===== src/hw/rtl/digitizer_aggregate_stream_parser_core_macros.svh =====
// Assertion macros shared by the stream parser modules
`ifndef DIGITIZER_AGGREGATE_STREAM_PARSER_CORE_MACROS_SVH
`define DIGITIZER_AGGREGATE_STREAM_PARSER_CORE_MACROS_SVH

// property must hold at every clock edge outside reset
`define DASP_ASSERT(label, prop, msg) \
	label: assert property (@(posedge clk) disable iff (!arst_n) prop) else $error(msg);

// condition must never be seen outside reset
`define DASP_ASSERT_NEVER(label, cond, msg) \
	label: assert property (@(posedge clk) disable iff (!arst_n) !(cond)) else $error(msg);

`endif


===== src/hw/rtl/dasp_pkg.sv =====
// Types and constants shared by the stream parser modules
`timescale 1ns / 1ps

package dasp_pkg;

	localparam int CHANNELS = 16;
	localparam int GROUPS = (CHANNELS / 2 > 8) ? 8 : CHANNELS / 2;

	localparam int QUEUE_DEPTH = 4;
	localparam int QPTR_W = $clog2(QUEUE_DEPTH);
	localparam int QCNT_W = $clog2(QUEUE_DEPTH + 1);

	localparam int DIV_STEPS = 31;
	localparam int DIV_CNT_W = $clog2(DIV_STEPS);

	localparam logic [4:0] CLOCK_RES_RESET = 5'd2;
	localparam logic [3:0] BOARD_MARKER = 4'hA;

	localparam logic RESULT_EVENT = 1'b0;
	localparam logic RESULT_MARKER_ERROR = 1'b1;

	typedef struct packed {
		logic [31:0] data_word;
		logic [7:0]  packet_board;
		logic        packet_start;
		logic        marker_bad;
	} qitem_t;

endpackage


===== src/hw/rtl/dasp_front.sv =====
// Front end: accepts packet words, flags the board marker, queues them
`timescale 1ns / 1ps
`include "digitizer_aggregate_stream_parser_core_macros.svh"

module dasp_front (
	input  logic                clk,
	input  logic                arst_n,
	input  logic                in_valid,
	output logic                in_stall,
	input  logic [31:0]         data_word,
	input  logic [7:0]          packet_board,
	input  logic                packet_start,
	output logic                q_valid,
	output dasp_pkg::qitem_t    q_item,
	input  logic                q_pop
);

	dasp_pkg::qitem_t mem_q [dasp_pkg::QUEUE_DEPTH];
	logic [dasp_pkg::QPTR_W-1:0] wr_ptr_q;
	logic [dasp_pkg::QPTR_W-1:0] rd_ptr_q;
	logic [dasp_pkg::QCNT_W-1:0] count_q;
	logic push;
	logic pop;
	dasp_pkg::qitem_t new_item;

	always_comb begin
		in_stall = (count_q == dasp_pkg::QCNT_W'(dasp_pkg::QUEUE_DEPTH));
		push = in_valid && !in_stall;
		q_valid = (count_q != '0);
		pop = q_pop && q_valid;
		q_item = mem_q[rd_ptr_q];
		new_item.data_word = data_word;
		new_item.packet_board = packet_board;
		new_item.packet_start = packet_start;
		new_item.marker_bad = (data_word[31:28] != dasp_pkg::BOARD_MARKER);
	end

	always_ff @(posedge clk) begin
		if (push) begin
			mem_q[wr_ptr_q] <= new_item;
		end
	end

	always_ff @(posedge clk or negedge arst_n) begin
		if (!arst_n) begin
			wr_ptr_q <= '0;
			rd_ptr_q <= '0;
			count_q <= '0;
		end else begin
			if (push) begin
				wr_ptr_q <= wr_ptr_q + 1'b1;
			end
			if (pop) begin
				rd_ptr_q <= rd_ptr_q + 1'b1;
			end
			unique case ({push, pop})
				2'b10: count_q <= count_q + 1'b1;
				2'b01: count_q <= count_q - 1'b1;
				default: count_q <= count_q;
			endcase
		end
	end

	`DASP_ASSERT_NEVER(a_count_range, count_q > dasp_pkg::QCNT_W'(dasp_pkg::QUEUE_DEPTH), "queue overfilled")
	`DASP_ASSERT(a_push_grows, (push && !pop) |=> (count_q == $past(count_q) + 1'b1), "push lost")

endmodule


===== src/hw/rtl/dasp_div.sv =====
// Restoring divider, one quotient bit per cycle, for the event count
`timescale 1ns / 1ps

module dasp_div (
	input  logic        clk,
	input  logic        arst_n,
	input  logic        start,
	input  logic [30:0] dividend,
	input  logic [18:0] divisor,
	output logic        busy,
	output logic        done,
	output logic [30:0] quotient
);

	logic [19:0] rem_q;
	logic [30:0] quo_q;
	logic [18:0] dvs_q;
	logic [dasp_pkg::DIV_CNT_W-1:0] cnt_q;
	logic busy_q;
	logic done_q;
	logic [19:0] rem_sh;
	logic [20:0] diff;
	logic ge;

	always_comb begin
		rem_sh = {rem_q[18:0], quo_q[30]};
		diff = {1'b0, rem_sh} - {2'b00, dvs_q};
		ge = !diff[20];
		busy = busy_q;
		done = done_q;
		quotient = quo_q;
	end

	always_ff @(posedge clk) begin
		if (start) begin
			rem_q <= '0;
			quo_q <= dividend;
			dvs_q <= divisor;
		end else if (busy_q) begin
			rem_q <= ge ? diff[19:0] : rem_sh;
			quo_q <= {quo_q[29:0], ge};
		end
	end

	always_ff @(posedge clk or negedge arst_n) begin
		if (!arst_n) begin
			busy_q <= 1'b0;
			done_q <= 1'b0;
			cnt_q <= '0;
		end else begin
			done_q <= 1'b0;
			if (start) begin
				busy_q <= 1'b1;
				cnt_q <= dasp_pkg::DIV_CNT_W'(dasp_pkg::DIV_STEPS - 1);
			end else if (busy_q) begin
				cnt_q <= cnt_q - 1'b1;
				if (cnt_q == '0) begin
					busy_q <= 1'b0;
					done_q <= 1'b1;
				end
			end
		end
	end

endmodule


===== src/hw/rtl/dasp_back.sv =====
// Back end: walks the aggregate layout and builds the result transaction
`timescale 1ns / 1ps
`include "digitizer_aggregate_stream_parser_core_macros.svh"

module dasp_back (
	input  logic                clk,
	input  logic                arst_n,
	input  logic                cfg_wr_en,
	input  logic [4:0]          cfg_wr_data,
	input  logic                q_valid,
	input  dasp_pkg::qitem_t    q_item,
	output logic                q_pop,
	output logic                out_valid,
	input  logic                out_stall,
	output logic                result_kind,
	output logic [7:0]          board_number,
	output logic [22:0]         event_counter,
	output logic [3:0]          channel_number,
	output logic [50:0]         timestamp,
	output logic [14:0]         energy,
	output logic [15:0]         baseline_quarters,
	output logic                pileup_rollover,
	output logic [4:0]          extras_code,
	output logic [30:0]         aggregate_size
);

	typedef enum logic [3:0] {
		PH_BH0,
		PH_BH1,
		PH_BH2,
		PH_BH3,
		PH_CH0,
		PH_CH1,
		PH_TAG,
		PH_SMP,
		PH_EX2,
		PH_EX1,
		PH_DIV
	} phase_t;

	typedef struct packed {
		logic       found;
		logic [2:0] idx;
	} seek_t;

	function automatic seek_t next_group(input logic [7:0] mask, input logic [3:0] first);
		seek_t r;
		r.found = 1'b0;
		r.idx = '0;
		for (int g = 0; g < dasp_pkg::GROUPS; g++) begin
			if (!r.found && mask[g] && (4'(g) >= first)) begin
				r.found = 1'b1;
				r.idx = 3'(g);
			end
		end
		return r;
	endfunction

	phase_t phase_q;
	phase_t cur_ph;
	logic [4:0]  clock_res_q;
	logic [7:0]  mask_q;
	logic [2:0]  gidx_q;
	logic [22:0] counter_q;
	logic [30:0] size_q;
	logic [17:0] spw_q;
	logic [17:0] swl_q;
	logic [30:0] events_q;
	logic [3:0]  chan_q;
	logic [30:0] tag_q;
	logic [31:0] extras_q;
	logic        out_valid_q;

	logic pop;
	logic out_free;
	seek_t seek_first;
	seek_t seek_next;
	logic [17:0] spw_new;
	logic [46:0] ticks;
	logic [51:0] product;
	logic [30:0] events_dec;
	logic [17:0] swl_dec;
	logic size_small;
	logic div_start;
	logic div_busy;
	logic div_done;
	logic [30:0] div_quot;

	always_comb begin
		cur_ph = q_item.packet_start ? PH_BH0 : phase_q;
		out_free = !out_valid_q || !out_stall;
		pop = q_valid && (phase_q != PH_DIV) && out_free;
		q_pop = pop;
		out_valid = out_valid_q;
		seek_first = next_group(mask_q, 4'd0);
		seek_next = next_group(mask_q, {1'b0, gidx_q} + 4'd1);
		spw_new = {q_item.data_word[15:0], 2'b00};
		ticks = {extras_q[31:16], tag_q};
		product = {5'd0, ticks} * {47'd0, clock_res_q};
		events_dec = events_q - 1'b1;
		swl_dec = swl_q - 1'b1;
		size_small = (size_q < 31'd2);
		div_start = pop && (cur_ph == PH_CH1) && !size_small;
	end

	dasp_div u_div (
		.clk      (clk),
		.arst_n   (arst_n),
		.start    (div_start),
		.dividend (size_q - 31'd2),
		.divisor  ({1'b0, spw_new} + 19'd3),
		.busy     (div_busy),
		.done     (div_done),
		.quotient (div_quot)
	);

	always_ff @(posedge clk or negedge arst_n) begin
		if (!arst_n) begin
			phase_q <= PH_BH0;
			clock_res_q <= dasp_pkg::CLOCK_RES_RESET;
			mask_q <= '0;
			gidx_q <= '0;
			counter_q <= '0;
			size_q <= '0;
			spw_q <= '0;
			swl_q <= '0;
			events_q <= '0;
			chan_q <= '0;
			tag_q <= '0;
			extras_q <= '0;
			out_valid_q <= 1'b0;
			result_kind <= dasp_pkg::RESULT_EVENT;
			board_number <= '0;
			event_counter <= '0;
			channel_number <= '0;
			timestamp <= '0;
			energy <= '0;
			baseline_quarters <= '0;
			pileup_rollover <= 1'b0;
			extras_code <= '0;
			aggregate_size <= '0;
		end else begin
			if (cfg_wr_en) begin
				clock_res_q <= cfg_wr_data;
			end
			if (out_valid_q && !out_stall) begin
				out_valid_q <= 1'b0;
			end
			if ((phase_q == PH_DIV) && div_done) begin
				events_q <= div_quot;
				if (div_quot != '0) begin
					phase_q <= PH_TAG;
				end else if (seek_next.found) begin
					gidx_q <= seek_next.idx;
					phase_q <= PH_CH0;
				end else begin
					phase_q <= PH_BH0;
				end
			end
			if (pop) begin
				unique case (cur_ph)
					PH_BH0: begin
						if (q_item.marker_bad) begin
							out_valid_q <= 1'b1;
							result_kind <= dasp_pkg::RESULT_MARKER_ERROR;
							board_number <= q_item.packet_board;
							event_counter <= '0;
							channel_number <= '0;
							timestamp <= '0;
							energy <= '0;
							baseline_quarters <= '0;
							pileup_rollover <= 1'b0;
							extras_code <= '0;
							aggregate_size <= '0;
						end
						phase_q <= PH_BH1;
					end
					PH_BH1: begin
						mask_q <= q_item.data_word[7:0];
						gidx_q <= '0;
						phase_q <= PH_BH2;
					end
					PH_BH2: begin
						counter_q <= q_item.data_word[22:0];
						phase_q <= PH_BH3;
					end
					PH_BH3: begin
						if (seek_first.found) begin
							gidx_q <= seek_first.idx;
							phase_q <= PH_CH0;
						end else begin
							phase_q <= PH_BH0;
						end
					end
					PH_CH0: begin
						size_q <= q_item.data_word[30:0];
						phase_q <= PH_CH1;
					end
					PH_CH1: begin
						spw_q <= spw_new;
						if (!size_small) begin
							phase_q <= PH_DIV;
						end else begin
							events_q <= '0;
							if (seek_next.found) begin
								gidx_q <= seek_next.idx;
								phase_q <= PH_CH0;
							end else begin
								phase_q <= PH_BH0;
							end
						end
					end
					PH_TAG: begin
						chan_q <= {gidx_q, q_item.data_word[31]};
						tag_q <= q_item.data_word[30:0];
						swl_q <= spw_q;
						phase_q <= (spw_q == '0) ? PH_EX2 : PH_SMP;
					end
					PH_SMP: begin
						swl_q <= swl_dec;
						if (swl_dec == '0) begin
							phase_q <= PH_EX2;
						end
					end
					PH_EX2: begin
						extras_q <= q_item.data_word;
						phase_q <= PH_EX1;
					end
					PH_EX1: begin
						out_valid_q <= 1'b1;
						result_kind <= dasp_pkg::RESULT_EVENT;
						board_number <= q_item.packet_board;
						event_counter <= counter_q;
						channel_number <= chan_q;
						timestamp <= product[51] ? '1 : product[50:0];
						energy <= q_item.data_word[14:0];
						baseline_quarters <= extras_q[15:0];
						pileup_rollover <= q_item.data_word[15];
						extras_code <= q_item.data_word[20:16];
						aggregate_size <= size_q;
						events_q <= events_dec;
						if (events_dec != '0) begin
							phase_q <= PH_TAG;
						end else if (seek_next.found) begin
							gidx_q <= seek_next.idx;
							phase_q <= PH_CH0;
						end else begin
							phase_q <= PH_BH0;
						end
					end
					default: begin
						phase_q <= PH_BH0;
					end
				endcase
			end
		end
	end

	`DASP_ASSERT(a_result_from_pop, $rose(out_valid_q) |-> $past(pop), "result without a word")
	`DASP_ASSERT(a_div_tracked, (phase_q == PH_DIV) |-> (div_busy || div_done), "divider lost")

endmodule


===== src/hw/rtl/digitizer_aggregate_stream_parser_core.sv =====
// Top level of the digitizer board aggregate stream parser
//
//   channel | handshake          | payload
//   --------+--------------------+--------------------------------------------
//   input   | in_valid/in_stall  | data_word, packet_board, packet_start
//   result  | out_valid/out_stall| result_kind ... aggregate_size
//   config  | cfg_wr_en          | cfg_wr_data (clock resolution)
//
// One word per cycle through the four-entry queue and the parse unit, unless
// stalled. The second channel aggregate header word with a size of two or
// more starts the restoring divider for the event count and holds the parse
// unit until it is done. A result is registered when its last word is popped.
// arst_n empties the queue, returns to the board header, sets resolution to 2.
// in_stall rises when the queue is full; out_stall holds the parse unit.
`timescale 1ns / 1ps

module digitizer_aggregate_stream_parser_core (
	input  logic        clk,
	input  logic        arst_n,
	input  logic        cfg_wr_en,
	input  logic [4:0]  cfg_wr_data,
	input  logic        in_valid,
	output logic        in_stall,
	input  logic [31:0] data_word,
	input  logic [7:0]  packet_board,
	input  logic        packet_start,
	output logic        out_valid,
	input  logic        out_stall,
	output logic        result_kind,
	output logic [7:0]  board_number,
	output logic [22:0] event_counter,
	output logic [3:0]  channel_number,
	output logic [50:0] timestamp,
	output logic [14:0] energy,
	output logic [15:0] baseline_quarters,
	output logic        pileup_rollover,
	output logic [4:0]  extras_code,
	output logic [30:0] aggregate_size
);

	logic q_valid;
	logic q_pop;
	dasp_pkg::qitem_t q_item;

	dasp_front u_front (
		.clk          (clk),
		.arst_n       (arst_n),
		.in_valid     (in_valid),
		.in_stall     (in_stall),
		.data_word    (data_word),
		.packet_board (packet_board),
		.packet_start (packet_start),
		.q_valid      (q_valid),
		.q_item       (q_item),
		.q_pop        (q_pop)
	);

	dasp_back u_back (
		.clk               (clk),
		.arst_n            (arst_n),
		.cfg_wr_en         (cfg_wr_en),
		.cfg_wr_data       (cfg_wr_data),
		.q_valid           (q_valid),
		.q_item            (q_item),
		.q_pop             (q_pop),
		.out_valid         (out_valid),
		.out_stall         (out_stall),
		.result_kind       (result_kind),
		.board_number      (board_number),
		.event_counter     (event_counter),
		.channel_number    (channel_number),
		.timestamp         (timestamp),
		.energy            (energy),
		.baseline_quarters (baseline_quarters),
		.pileup_rollover   (pileup_rollover),
		.extras_code       (extras_code),
		.aggregate_size    (aggregate_size)
	);

endmodule


===== config.mk =====
export PLATFORM = sky130hd
export DESIGN_NAME = digitizer_aggregate_stream_parser_core
export DESIGN_NICKNAME = d
export VERILOG_FILES = /design/src/hw/rtl/dasp_pkg.sv /design/src/hw/rtl/dasp_front.sv /design/src/hw/rtl/dasp_div.sv /design/src/hw/rtl/dasp_back.sv /design/src/hw/rtl/digitizer_aggregate_stream_parser_core.sv
export VERILOG_INCLUDE_DIRS = /design/src /design/src/hw/rtl
export SDC_FILE = /design/constraint.sdc
export NUM_CORES = 1
export LEC_CHECK = 0
export ABC_CLOCK_PERIOD_IN_PS = 13600
export BUFFER_PORTS_ARGS = -buffer_cell sky130_fd_sc_hd__buf_2
export CAP_MARGIN = 20
export CORE_MARGIN = 2
export CORE_UTILIZATION = 40
export DETAILED_ROUTE_END_ITERATION = 7
export PLACE_DENSITY = 0.61
export SYNTH_ARGS = -nofsm -noshare
export SYNTH_HDL_FRONTEND = slang
export SYNTH_SLANG_ARGS = --single-unit

===== constraint.sdc =====
create_clock -name clk -period 13.6 [get_ports clk]
set_input_delay 0 -clock clk [delete_from_list [all_inputs] [get_ports clk]]
set_output_delay 0 -clock clk [all_outputs]
set_load 0.005 [all_outputs]

## Word level (Yosys, flattened, before mapping)

Memories as Yosys holds them, arrays and structs flattened.
Cells that the tools add are included.

- Register bits: 445
- Memory bits (writable): 168
- Input port bits: 51
- Output and inout bits: 157
- Logic and storage cells: 219
- Memories: 1

- $add $sub $neg: 11
- Multiply operators: 1
- Order comparisons: 9
- Equal/unequal tests: 16
- Mux-type cells: 80
- Reduce and logical (&&, ||, !) cells: 69

Memory list:

| name | depth | width | read ports | clocked after memory_dff | write ports | line | text |
|---|---|---|---|---|---|---|---|
| u_front.mem_q | 4 | 42 | 1 | 0 | 1 | dasp_front.sv:18 | `dasp_pkg::qitem_t mem_q [dasp_pkg::QUEUE_DEPTH];` |

Operators by type and width:

| cell | number |
|---|---|
| 2-to-1 mux 31 bit | 6 |
| one-hot mux 31 bit (2 select lines) | 2 |
| 2-to-1 mux 51 bit | 2 |
| one-hot mux 51 bit (2 select lines) | 1 |
| 2-to-1 mux 4 bit | 25 |
| nonzero test 31 bit | 2 |
| multiplier 47 x 5 -> 52 bit | 1 |
| one-hot mux 23 bit (2 select lines) | 1 |
| one-hot mux 4 bit (10 select lines) | 1 |
| zero test 18 bit | 2 |
| one-hot mux 18 bit (2 select lines) | 1 |
| one-hot mux 16 bit (2 select lines) | 1 |
| less-than comparator 31 x 2 -> 1 bit, second input constant | 1 |
| subtractor 31 x 1 -> 31 bit, second input constant | 1 |
| subtractor 31 x 2 -> 31 bit, second input constant | 1 |
| logical AND 1 bit | 30 |
| 2-to-1 mux 3 bit | 10 |
| one-hot mux 15 bit (2 select lines) | 1 |
| 2-to-1 mux 23 bit | 1 |
| subtractor 20 x 19 -> 21 bit | 1 |
| adder 18 x 2 -> 19 bit, second input constant | 1 |
| zero test 1 bit | 19 |
| 2-to-1 mux 19 bit | 1 |
| subtractor 18 x 1 -> 18 bit, second input constant | 1 |
| other kinds (35) | 73 |

## Depth between registers and ports, before layout

Gate-level depths: netlist of the first run.

- Word-level depth: 39
- Mapped depth: 19
- Gate-level depth less buffers: 17

## Hierarchy

A second synthesis of the first run with hierarchy kept.

- Cell total of the unflattened synthesis: 3018
- Area, all modules: 33867.5 um2

By module, submodules not included:

| module | instances | cells an instance | area each (um2) | sequential area each (um2) |
|---|---|---|---|---|
| dasp_back | 1 | 2380 | 23187.2 | 9059.9 |
| dasp_front | 1 | 258 | 6556.3 | 5220.0 |
| dasp_div | 1 | 380 | 4124.0 | 2057.0 |

## Worst setup path after synthesis of the first run

Ideal clock, no wire load.

- Path kind: reg-to-reg
- Start: reg u_back.clock_res_q[4]
- End: reg u_back.timestamp[10]
- Setup time: 141 ps
- Arrival: 5034 ps
- Required time: 13459 ps
- Path slack: 8425 ps
- Cell stages (with the launch flop): 19
- Path buffers: 3
- Clock period less this slack: 5175 ps
- Cells stage by stage: dfrtp_1 > clkbuf_1 > nand2_1 > fa_1 > inv_1 > fa_1 > fa_1 > ha_1 > clkbuf_1 > a21o_1 > a21o_1 > a21o_1 > a31oi_1 > a2111oi_0 > o211ai_1 > a21oi_1 > xor2_1 > clkbuf_1 > a31oi_1

- Word-level cells in the longest chain between the ends: 3

RTL lines:

| what | line | text |
|---|---|---|
| start: declaration | dasp_back.sv:61 | `logic [4:0] clock_res_q;` |
| start signal: assignment | dasp_back.sv:120 | `clock_res_q <= dasp_pkg::CLOCK_RES_RESET;` |
| start signal: assignment | dasp_back.sv:144 | `clock_res_q <= cfg_wr_data;` |
| multiplier 47 x 5 -> 52 bit | dasp_back.sv:99 | `product = {5'd0, ticks} * {47'd0, clock_res_q};` |
| 2-to-1 mux 51 bit | dasp_back.sv:235 | `timestamp <= product[51] ? '1 : product[50:0];` |
| one-hot mux 51 bit (2 select lines) | dasp_back.sv:161 | `unique case (cur_ph)` |
| end signal: assignment | dasp_back.sv:235 |  |
| end: declaration | dasp_back.sv:19 | `output logic [50:0] timestamp,` |

Every way passes these cells.
A chain may end at the register's enable or synchronous reset.

## Worst setup path after layout of the first run

- Start: reg u_back.clock_res_q[4]
- End: reg u_back.timestamp[28]

Same word-level chain as after synthesis.

==> results of run 1 <==
-- metal layers --
metal	part of all wire	track usage	vias to the layer above	routed length [um]
met5	0.00072	0	-	65
met4	0.026	0.0640	10	2320
li1	-	-	11455	-
met2	0.47	0.331	680	42200
met3	0.053	0.0317	136	4720
met1	0.45	0.292	12434	40400
-- logic make-up after synthesis --
kind of cell,after synthesis
compound gates,569
xor+xnor,104
fa+ha+maj,230
buf+inv,324
flops,610
mux,207
simple gates,1089
-- how the worst max path moves through the flow --
stage / depth (start not counted) / slack (ns) / from / end
after floorplan: 18 / 8.42 / u_back.clock_res_q[4] / u_back.timestamp[10]
after global placement: 19 / 7.66 / u_back.clock_res_q[4] / u_back.timestamp[28]
after detailed placement: 19 / 7.56 / u_back.clock_res_q[4] / u_back.timestamp[28]
after CTS: 19 / 7.52 / u_back.clock_res_q[4] / u_back.timestamp[28]
after global routing: 19 / 7.08 / u_back.clock_res_q[4] / u_back.timestamp[28]
final: 19 / 7.48 / u_back.clock_res_q[4] / u_back.timestamp[28]
-- cells in the mapped netlist (19+ instances only) --
library cell,number,area (um^2)
edfxtp_1,215,6460
clkbuf_1,136,510
nand4_1,30,188
mux4_2,42,946
nor4_1,35,219
nor2b_1,21,131
fa_1,136,2720
a31oi_1,55,344
ha_1,93,1160
nand2_1,505,1900
nand3_1,132,661
inv_1,155,582
buf_1,26,97.6
dfxtp_1,19,380
nor3_1,66,330
nand2b_1,21,131
xnor2_1,58,508
xor2_1,46,403
a21oi_1,169,846
o21ai_0,155,776
a21o_1,44,330
mux2_2,156,1760
and2_1,109,682
nor2_1,102,383
dfrtp_1,375,9380
-- stage by stage --
step	total power, mW	instances	util	hold slack, ns
after floorplan	5.13	3133	-	-0.296
after global placement	6.20	4284	0.428	0.0403
after detailed placement	6.24	4285	0.428	0.0528
after CTS	8.24	4467	0.464	0.0804
after global routing	8.72	4470	0.464	0.113
final	8.17	4470	0.464	0.123
-- cells in the final DEF, fill, tap and decap left out, types with 15 or more instances in the layout --
master,n
nor3_1,65
clkbuf_1,15
ha_1,93
o21ai_0,155
nor4_1,35
a21o_1,44
a21oi_1,169
or3_1,15
dlygate4sd3_1,55
and3_1,15
o21bai_1,15
nand2b_1,21
nand4_1,30
mux2_2,156
inv_1,155
and2_1,105
nand2_1,505
xor2_1,45
clkbuf_16,75
xnor2_1,58
edfxtp_1,215
mux4_2,42
nor2b_1,21
nor2_1,101
buf_4,33
fa_1,136
a31oi_1,55
nand3_1,130
dfrtp_1,373
dfxtp_1,19
a221o_1,15
buf_2,206
-- power groups by stage --
stage	Clock, mW	Sequential [mW]	Combinational, mW
after floorplan	0	2.75	2.38
after global placement	0	2.91	3.29
after detailed placement	0	2.92	3.33
after CTS	1.99	2.89	3.36
after global routing	2.06	2.96	3.70
final	1.95	2.89	3.33
-- registers in the layout, summed over array words and instances (netlist names), 5 cells and up --
name	flops
u_front.mem_q	168
u_back.timestamp	51
u_back.extras_q	32
u_back.aggregate_size	31
u_back.events_q	31
u_back.size_q	31
u_back.tag_q	31
u_back.u_div.quotient	31
u_back.counter_q	23
u_back.event_counter	23
u_back.u_div.rem_q	19
u_back.swl_q	18
u_back.baseline_quarters	16
u_back.spw_q	16
u_back.u_div.dvs_q	16
u_back.energy	15
u_back.board_number	8
u_back.mask_q	8
u_back.clock_res_q	5
u_back.extras_code	5
u_back.u_div.cnt_q	5
-- final cells by class --
type                            instances  area (um^2)  area share
Timing Repair Buffer                  297         1880      0.0485
Inverter                              156          586      0.0151
Clock inverter                         26          333     0.00859
Tap cell                             1080         1350      0.0349
Multi-Input combinational cell       2199        16300       0.420
Clock buffer                          100         2070      0.0534
Sequential cell                       610        16200       0.419
Antenna cell                            2         5.00    0.000129
==> flow_metrics.py, run 1 <==
metrics = {
    "status": {
        "outcome": "complete, no violations",
    },
    "cts": {
        "worstSkewPairLatency_ns": 0.63,
        "cts_tree": "done",
        "cts_hold_buf": 56,
        "clkTransAtPathRegs_ns": 0.06,
        "cts-root-buf": "clkbuf_16",
        "cts_made_buffers": 68,
        "clock_tree.buffer_depth": 3,
        "htreeDepth": 3,
        "ctsResizeCount": 0,
        "clkSinkCount": 610,
        "postCtsSetupBuffers": 0,
    },
    "yosys": {
        "ys_ff_latch": 610,
        "synth_simple_gate_area_share": 0.153,
        "async_flop_share": 0.616,
        "ys_seq_area_frac": 0.482,
        "synth_top_family_by_area": "simple AND/OR/NAND/NOR gates",
        "syn-cell-area_um2": 33700,
        "muxShareOfSynthArea": 0.0829,
        "synth-edff-count": 215,
        "synthCells": 3133,
        "synth-xor-area-share": 0.0270,
        "synth_fa_ha_area_frac": 0.116,
        "syn_nets": 3413,
        "synth-compound-area-share": 0.103,
        "yosysUniqueCellTypes": 78,
        "yosys_most_used_dff": "dfrtp_1",
        "ys_warn_count": 0,
        "postSynthAreaPerCell_um2": 10.8,
    },
    "die": {
        "dieWidth_um": 294,
        "core-area_um2": 83600,
        "dieHeight_um": 294,
        "rows": 106,
        "num_io_pins": 208,
        "initial_utilization": 0.403,
        "die_area_um2": 86600,
    },
    "detailed_routing": {
        "routed_wl_mm": 89.7,
        "drc": 0,
        "viasPerCell": 5.53,
        "ant_nets": 0,
        "drtIter0Drc": 1906,
        "wire_per_inst_um": 20.1,
        "num_vias": 24715,
        "first_pass_iters": 8,
    },
    "timing": {
        "setup_slack_ns": 7.48,
        "period_needed_ns": 6.12,
        "fin_crit_sh": 0.450,
        "fmax_mhz": 163,
        "rsz0062_at_grt": "no",
        "hold_violations": 0,
        "tightest_slew_ns": 1.04,
        "slew_headroom": 0.305,
        "drv_slew": 0,
        "clock_skew_ns": 0.0130,
        "setup_violations": 0,
        "final.setup.tns_ns": 0,
    },
    "critical_path": {
        "r2r-end": "u_back.timestamp[28]",
        "path_cells": "buf_4 -> nand2_1 -> fa_1 -> inv_1 -> fa_1 -> fa_1 -> ha_1 -> a21o_1 -> a21o_1 -> a21o_1 -> a31oi_1 -> a2111oi_0 -> buf_4 -> o211ai_1 -> a21oi_1 -> xor2_4 -> buf_4 -> o2111ai_1 -> a22o_1",
        "critPathKind": "register to register",
        "crit_required_ns": 14.11,
        "r2r-start": "u_back.clock_res_q[4]",
        "worstSetupEndpointType": "register",
        "slowest_delay_ns": 0.55,
        "startpoint_type": "register",
        "r2r_setup_slack_ns": 7.48,
        "arrival_ns": 6.63,
        "r2r_cells": 19,
        "path_buf_inv": 4,
        "crit_fanout": 43,
        "cp_top_family": "adder cells",
        "cp_slowest_cell": "dfrtp_1",
    },
    "power_and_ir_drop": {
        "peakVddDrop_v": 0.000132,
        "p_int_mw": 4.88,
        "p_comb_frac": 0.407,
        "switching_share": 0.402,
        "p_seq_frac": 0.354,
        "p_leak_nw": 17.8,
        "power_density_nw_per_um2": 211,
        "p_sw_mw": 3.29,
        "p_clk_frac": 0.239,
    },
    "placement": {
        "place.gp.congestion": 0.886,
        "dpl.hpwl_mm": 61.1,
        "pre_cts_slack_ns": 7.56,
        "port_buffers": 207,
        "placed_area_um2": 35800,
    },
    "worst_hold_path": {
        "whs_endpoint": "u_front.mem_q[3][5]",
        "holdCritPathClass": "input pin to register",
        "min_from": "packet_board[3]",
        "hold_depth": 2,
    },
    "flow_run": {
        "cap_violations": 0,
    },
    "cells_and_area": {
        "drive_gt1_frac": 0.172,
        "syn2layout_area_growth_pct": 15.0,
        "design_area_um2": 38800,
        "nNetsFinal": 3612,
        "num-fill-cells": 7755,
    },
    "global_route": {
        "grt_pass1_vias": 24194,
        "antenna_found_initial": 9,
        "overflow": 0,
        "track_usage": 0.207,
        "grt_first_pass_wirelength_mm": 141,
        "grt_max_degree": 92,
    },
}
No activity file was read; power rests on OpenSTA's default activity.
==> run 2: changes to the inputs <==
ABC_CLOCK_PERIOD_IN_PS = 6300   (was 13600)
clock period = 6.3 ns   (was 13.6 ns; I/O delays follow)
==> run 2 against run 1 <==
  * Critical path depth fell by 2
  * Clock-buffer cell count fell by 8
  * Cell count barely moved
  * Routed wire length fell by 0.36%
  * Clock skew rose by 0.0098 ns
  * Non-clock buffer count fell by 2
  * Largest power group unchanged
==> flow_metrics.py, run 2 (synthesis gave the netlist of run 1 again) <==
metrics = {
    "status": {
        "outcome": "complete, no violations",
    },
    "cells_and_area": {
        "largest_reg_flops": 168,
        "final_cell_mix": "nand2_1, dfrtp_1, edfxtp_1",
        "drive_gt1_frac": 0.168,
        "design_area_um2": 38600,
        "reg_top3": "u_front.mem_q x168, u_back.timestamp x51, u_back.extras_q x32",
        "top_register": "u_front.mem_q",
        "syn2layout_area_growth_pct": 14.4,
        "final_common_cell": "nand2_1",
        "nNetsFinal": 3610,
    },
    "critical_path": {
        "cp_slowest_cell": "dfrtp_1",
        "cpMostUsedCell": "fa_1",
        "path_buf_inv": 3,
        "r2r-start": "u_back.clock_res_q[2]",
        "critPathLaunch": "u_back.clock_res_q[2]",
        "crit_fanout": 28,
        "worstSetupEndpoint": "u_back.timestamp[10]",
        "r2r-end": "u_back.timestamp[10]",
        "r2r_setup_slack_ns": 0.43,
        "slowest_delay_ns": 0.71,
        "path_cells": "nand2_1 -> fa_1 -> fa_1 -> fa_1 -> inv_1 -> ha_1 -> o21ai_0 -> nor2_1 -> o22a_1 -> o21ai_0 -> a2111oi_0 -> buf_4 -> o211ai_1 -> a21oi_1 -> xor2_4 -> buf_4 -> a31oi_1",
        "startpoint_type": "register",
        "r2r_cells": 17,
        "cp_top_family": "adder cells",
        "critPathKind": "register to register",
        "arrival_ns": 6.32,
        "crit_required_ns": 6.75,
        "cp.depth": 17,
        "worstSetupEndpointType": "register",
    },
    "global_route": {
        "grt_pass1_vias": 24100,
        "antenna_found_initial": 11,
        "track_usage": 0.207,
        "overflow": 0,
        "grt_max_degree": 176,
        "grt_first_pass_wirelength_mm": 140,
    },
    "cts": {
        "cts_tree": "done",
        "clkSinkCount": 610,
        "cts_hold_buf": 56,
        "cts-root-buf": "clkbuf_16",
        "cts_made_buffers": 68,
        "ctsResizeCount": 0,
        "htreeDepth": 3,
        "postCtsSetupBuffers": 0,
        "worstSkewPairLatency_ns": 0.62,
        "clkTransAtPathRegs_ns": 0.06,
        "clock_tree.buffer_depth": 3,
    },
    "flow_run": {
        "cap_violations": 0,
    },
    "die": {
        "dieWidth_um": 294,
        "num_io_pins": 208,
        "core-area_um2": 83600,
        "rows": 106,
        "dieHeight_um": 294,
        "initial_utilization": 0.403,
        "die_area_um2": 86600,
    },
    "timing": {
        "setup_slack_ns": 0.432,
        "final.setup.tns_ns": 0,
        "fin_crit_sh": 0.931,
        "period_needed_ns": 5.87,
        "whs_ns": 0.138,
        "drv_slew": 0,
        "tightest_slew_ns": 1.12,
        "clock_skew_ns": 0.0229,
        "fmax_mhz": 170,
        "hold_violations": 0,
        "rsz0062_at_grt": "no",
        "setup_violations": 0,
        "slew_headroom": 0.253,
    },
    "power_and_ir_drop": {
        "power_density_nw_per_um2": 448,
        "peakVddDrop_v": 0.000387,
        "power_mw": 17.3,
        "p_leak_nw": 17.6,
    },
    "placement": {
        "pre_cts_slack_ns": 0.476,
        "place.gp.congestion": 0.860,
        "port_buffers": 207,
        "dpl.hpwl_mm": 61.1,
        "placed_area_um2": 35800,
    },
    "detailed_routing": {
        "wire_per_inst_um": 20.0,
        "num_vias": 24419,
        "drtIter0Drc": 1855,
        "routed_wl_mm": 89.4,
        "ant_nets": 0,
        "first_pass_iters": 5,
        "drc": 0,
        "viasPerCell": 5.46,
    },
    "worst_hold_path": {
        "holdCritPathClass": "input pin to register",
    },
}
[run 2: cell types whose count changed in the layout (fill, tap and decap cells not counted), moves of 5 or more]
cell	delta
clkinv_2	+6
clkinv_1	+5
clkbuf_16	-5
clkinv_4	-5
clkbuf_1	+6
clkbuf_8	-9
[run 2: power breakdown]
group	switching, mW	internal, mW	total [mW]
sequential	0.967	5.28	6.25
clock	1.68	2.22	3.90
combinational	4.37	2.76	7.13
total	7.02	10.3	17.3
[run 2: worst register-to-register path, delay by kind of cell, from the launching register on]
| family | cells | cell delay [ns] |
|---|---|---|
| AO/OA/AOI/OAI | 7 | 1.76 |
| AND/OR/NAND/NOR | 2 | 0.38 |
| adder cells (fa/ha/maj) | 4 | 1.91 |
| flip-flops | 1 | 0.71 |
| buffers and inverters | 3 | 0.64 |
| XOR/XNOR | 1 | 0.31 |
[run 2: how the worst min path moves through the flow]
| stage | start | to | slack (ns) | cells after the start |
|---|---|---|---|---|
| after detailed placement | arst_n | u_back.event_counter[18] | 0.02 | 1 |
| final | packet_board[4] | u_front.mem_q[3][6] | 0.14 | 2 |
| after global routing | packet_board[4] | u_front.mem_q[3][6] | 0.12 | 2 |
| after CTS | packet_board[4] | u_front.mem_q[3][6] | 0.1 | 2 |
| after floorplan | arst_n | u_back.aggregate_size[0] | -0.30 | 0 |
| after global placement | arst_n | u_back.event_counter[18] | 0.02 | 1 |
[run 2: routing by layer]
layer | vias to the layer above | track usage | wire length, um
met4 | 0 | 0.0613 | 2220
met1 | 12272 | 0.294 | 40900
met3 | 109 | 0.0351 | 4720
li1 | 11441 | - | -
met2 | 597 | 0.326 | 41600
met5 | - | 0 | 0
[run 2: cell type report]
cell class	count	area [um^2]
Timing Repair Buffer	295	1900
Fill cell	7806	45000
Clock inverter	33	332
Tap cell	1080	1350
Clock buffer	92	1840
Multi-Input combinational cell	2199	16300
Inverter	156	586
Antenna cell	4	10.0
Sequential cell	610	16200
[run 2: per-stage QoR]
| stage | utilization | cells |
|---|---|---|
| 6_report | 0.461 | 4469 |
| 5_1_grt | 0.461 | 4469 |
| 4_1_cts | 0.461 | 4465 |
| 3_5_place_dp | 0.428 | 4284 |
| 3_3_place_gp | 0.428 | 4284 |
| 2_1_floorplan | - | 3133 |
==> run 3: changes to the inputs <==
--- a/config.mk
+++ b/config.mk
@@ -13,4 +13,5 @@
 export CORE_UTILIZATION = 40
 export DETAILED_ROUTE_END_ITERATION = 7
+export GPL_ROUTABILITY_DRIVEN = 0
 export PLACE_DENSITY = 0.61
 export SYNTH_ARGS = -nofsm -noshare
==> constraint.sdc (replaced) <==
create_clock -name clk -period 6.3 [get_ports clk]
set_input_delay 0 -clock clk [delete_from_list [all_inputs] [get_ports clk]]
set_output_delay 0 -clock clk [all_outputs]
set_load 0.02 [all_outputs]
==> run 3 against run 2 <==
  * Hold slack got worse by 0.010 ns
  * Clock skew barely moved
  * Sequential cell count did not move
  * Clock power up 3%
  * Non-clock buffer count up 2
  * Sequential share of layout area shrank 0.11 points
  * Via count is 0.86% higher
  * Routed wire length increased by 0.38%
  * Die area stayed put
  * Maximum frequency decreased by 0.42%
  * Sequential power hardly changed
  * Power up 1.6%
  * Highest routed layer is now met5
==> flow_metrics.py, run 3 (synthesis gave the netlist of run 1 again) <==
metrics = {
    "flow_run": {
        "cap_violations": 0,
    },
    "cts": {
        "htreeDepth": 3,
        "cts_tree": "done",
        "clkSinkCount": 610,
        "clock_tree.buffer_depth": 3,
        "worstSkewPairLatency_ns": 0.62,
        "cts-root-buf": "clkbuf_16",
        "clkTransAtPathRegs_ns": 0.06,
        "cts_made_buffers": 69,
    },
    "critical_path": {
        "critPathKind": "register to register",
        "startpoint_type": "register",
        "crit_required_ns": 6.79,
        "critPathLaunch": "u_back.clock_res_q[2]",
        "r2r-start": "u_back.clock_res_q[2]",
        "crit_fanout": 18,
        "slowest_delay_ns": 0.74,
        "cp_slowest_cell": "dfrtp_1",
        "path_cells": "nand2_1 -> fa_1 -> fa_1 -> fa_1 -> inv_1 -> ha_1 -> a211oi_1 -> o21ai_0 -> o2111ai_1 -> a211oi_1 -> o21ai_0 -> o21ai_0 -> o31a_1 -> mux2i_1 -> nand4_1 -> a22o_1",
        "worstSetupEndpointType": "register",
        "arrival_ns": 6.38,
    },
    "timing": {
        "whs_ns": 0.128,
        "drv_slew": 0,
        "clock_skew_ns": 0.0225,
        "period_needed_ns": 5.89,
        "fin_crit_sh": 0.935,
        "final.setup.tns_ns": 0,
        "setup_violations": 0,
        "hold_violations": 0,
        "slew_headroom": 0.226,
        "rsz0062_at_grt": "no",
        "tightest_slew_ns": 1.16,
        "fmax_mhz": 170,
    },
    "global_route": {
        "overflow": 0,
        "grt_max_degree": 165,
        "track_usage": 0.207,
        "antenna_found_initial": 8,
        "grt_pass1_vias": 24369,
        "grt_first_pass_wirelength_mm": 141,
    },
    "cells_and_area": {
        "top_register": "u_front.mem_q",
        "largest_reg_flops": 168,
        "num-fill-cells": 7804,
        "final_cell_mix": "nand2_1, dfrtp_1, edfxtp_1",
        "nNetsFinal": 3613,
        "drive_gt1_frac": 0.168,
        "syn2layout_area_growth_pct": 14.7,
        "reg_top3": "u_front.mem_q x168, u_back.timestamp x51, u_back.extras_q x32",
        "final_common_cell": "nand2_1",
    },
    "power_and_ir_drop": {
        "power_density_nw_per_um2": 454,
        "p_leak_nw": 17.7,
        "power_mw": 17.6,
        "peakVddDrop_v": 0.000317,
    },
    "die": {
        "core-area_um2": 83600,
        "initial_utilization": 0.403,
        "dieHeight_um": 294,
        "rows": 106,
        "num_io_pins": 208,
        "die_area_um2": 86600,
        "dieWidth_um": 294,
    },
    "placement": {
        "dpl.hpwl_mm": 61.3,
        "port_buffers": 207,
    },
    "detailed_routing": {
        "num_vias": 24628,
        "ant_nets": 0,
        "wire_per_inst_um": 20.1,
        "drc": 0,
        "routed_wl_mm": 89.7,
        "first_pass_iters": 5,
        "drtIter0Drc": 2109,
        "viasPerCell": 5.51,
    },
    "worst_hold_path": {
        "min_from": "data_word[18]",
        "holdCritPathClass": "input pin to register",
    },
    "status": {
        "outcome": "complete, no violations",
    },
}
run 3: power by group:
group	internal, mW	switching (mW)
logic	2.77	4.51
clock network	2.33	1.68
registers	5.28	0.987
total	10.4	7.18
run 3: per-layer routing:
metal,share of wire,global-route usage,up-vias
met5,0.00031,0,-
met4,0.022,0.0586,6
met3,0.057,0.0396,123
met2,0.47,0.333,592
met1,0.45,0.286,12461
li1,-,-,11446
run 3: through the flow:
step | util | instance area, um^2 | instances | worst slack (ns)
2_1_floorplan | - | 33700 | 3133 | 1.12
3_5_place_dp | 0.428 | 35800 | 4284 | 0.409
3_3_place_gp | 0.428 | 35800 | 4284 | 0.579
5_1_grt | 0.462 | 38600 | 4468 | 0.118
6_report | 0.463 | 38700 | 4472 | 0.408
4_1_cts | 0.462 | 38600 | 4464 | 0.368
run 3: cell type report:
type	instances	area, um^2	share of cell area
timing repair buffer	297	1940	0.0502
clock buffer	97	1890	0.0490
clock inverter	27	338	0.00874
multi-input combinational	2199	16300	0.421
antenna	6	15.0	0.000388
inverter	156	586	0.0152
sequential	610	16200	0.420
tap	1080	1350	0.0350
run 3: what timing repair did:
item / CTS / global route
hold endpoints to repair: 250 / 0
endpoints found under the setup margin: 0 / 12
gates resized for setup: 0 / 0
hold buffers: 56 / 0
setup buffers: 0 / 2
run 3: worst max-delay path: cells and delay by family, from the launching register on:
kind | cells | cell delay [ns]
compound gates | 8 | 2.62
buf+inv | 1 | 0.04
simple gates | 2 | 0.24
fa+ha+maj | 4 | 1.93
mux | 1 | 0.19
flops | 1 | 0.74
run 3: worst paths after layout:
kind | end | slack [ns] | cells past startpoint
worst min-delay path | u_front.mem_q[1][28] | 0.13 | 2
min in group asynchronous | u_back.timestamp[25] | 0.35 | 3
max in group asynchronous | u_back.size_q[6] | 4.76 | 4
worst max register to register | u_back.timestamp[42] | 0.41 | 16
worst max-delay path | u_back.timestamp[42] | 0.41 | 16
worst min register to register | u_back.baseline_quarters[4] | 0.45 | 2
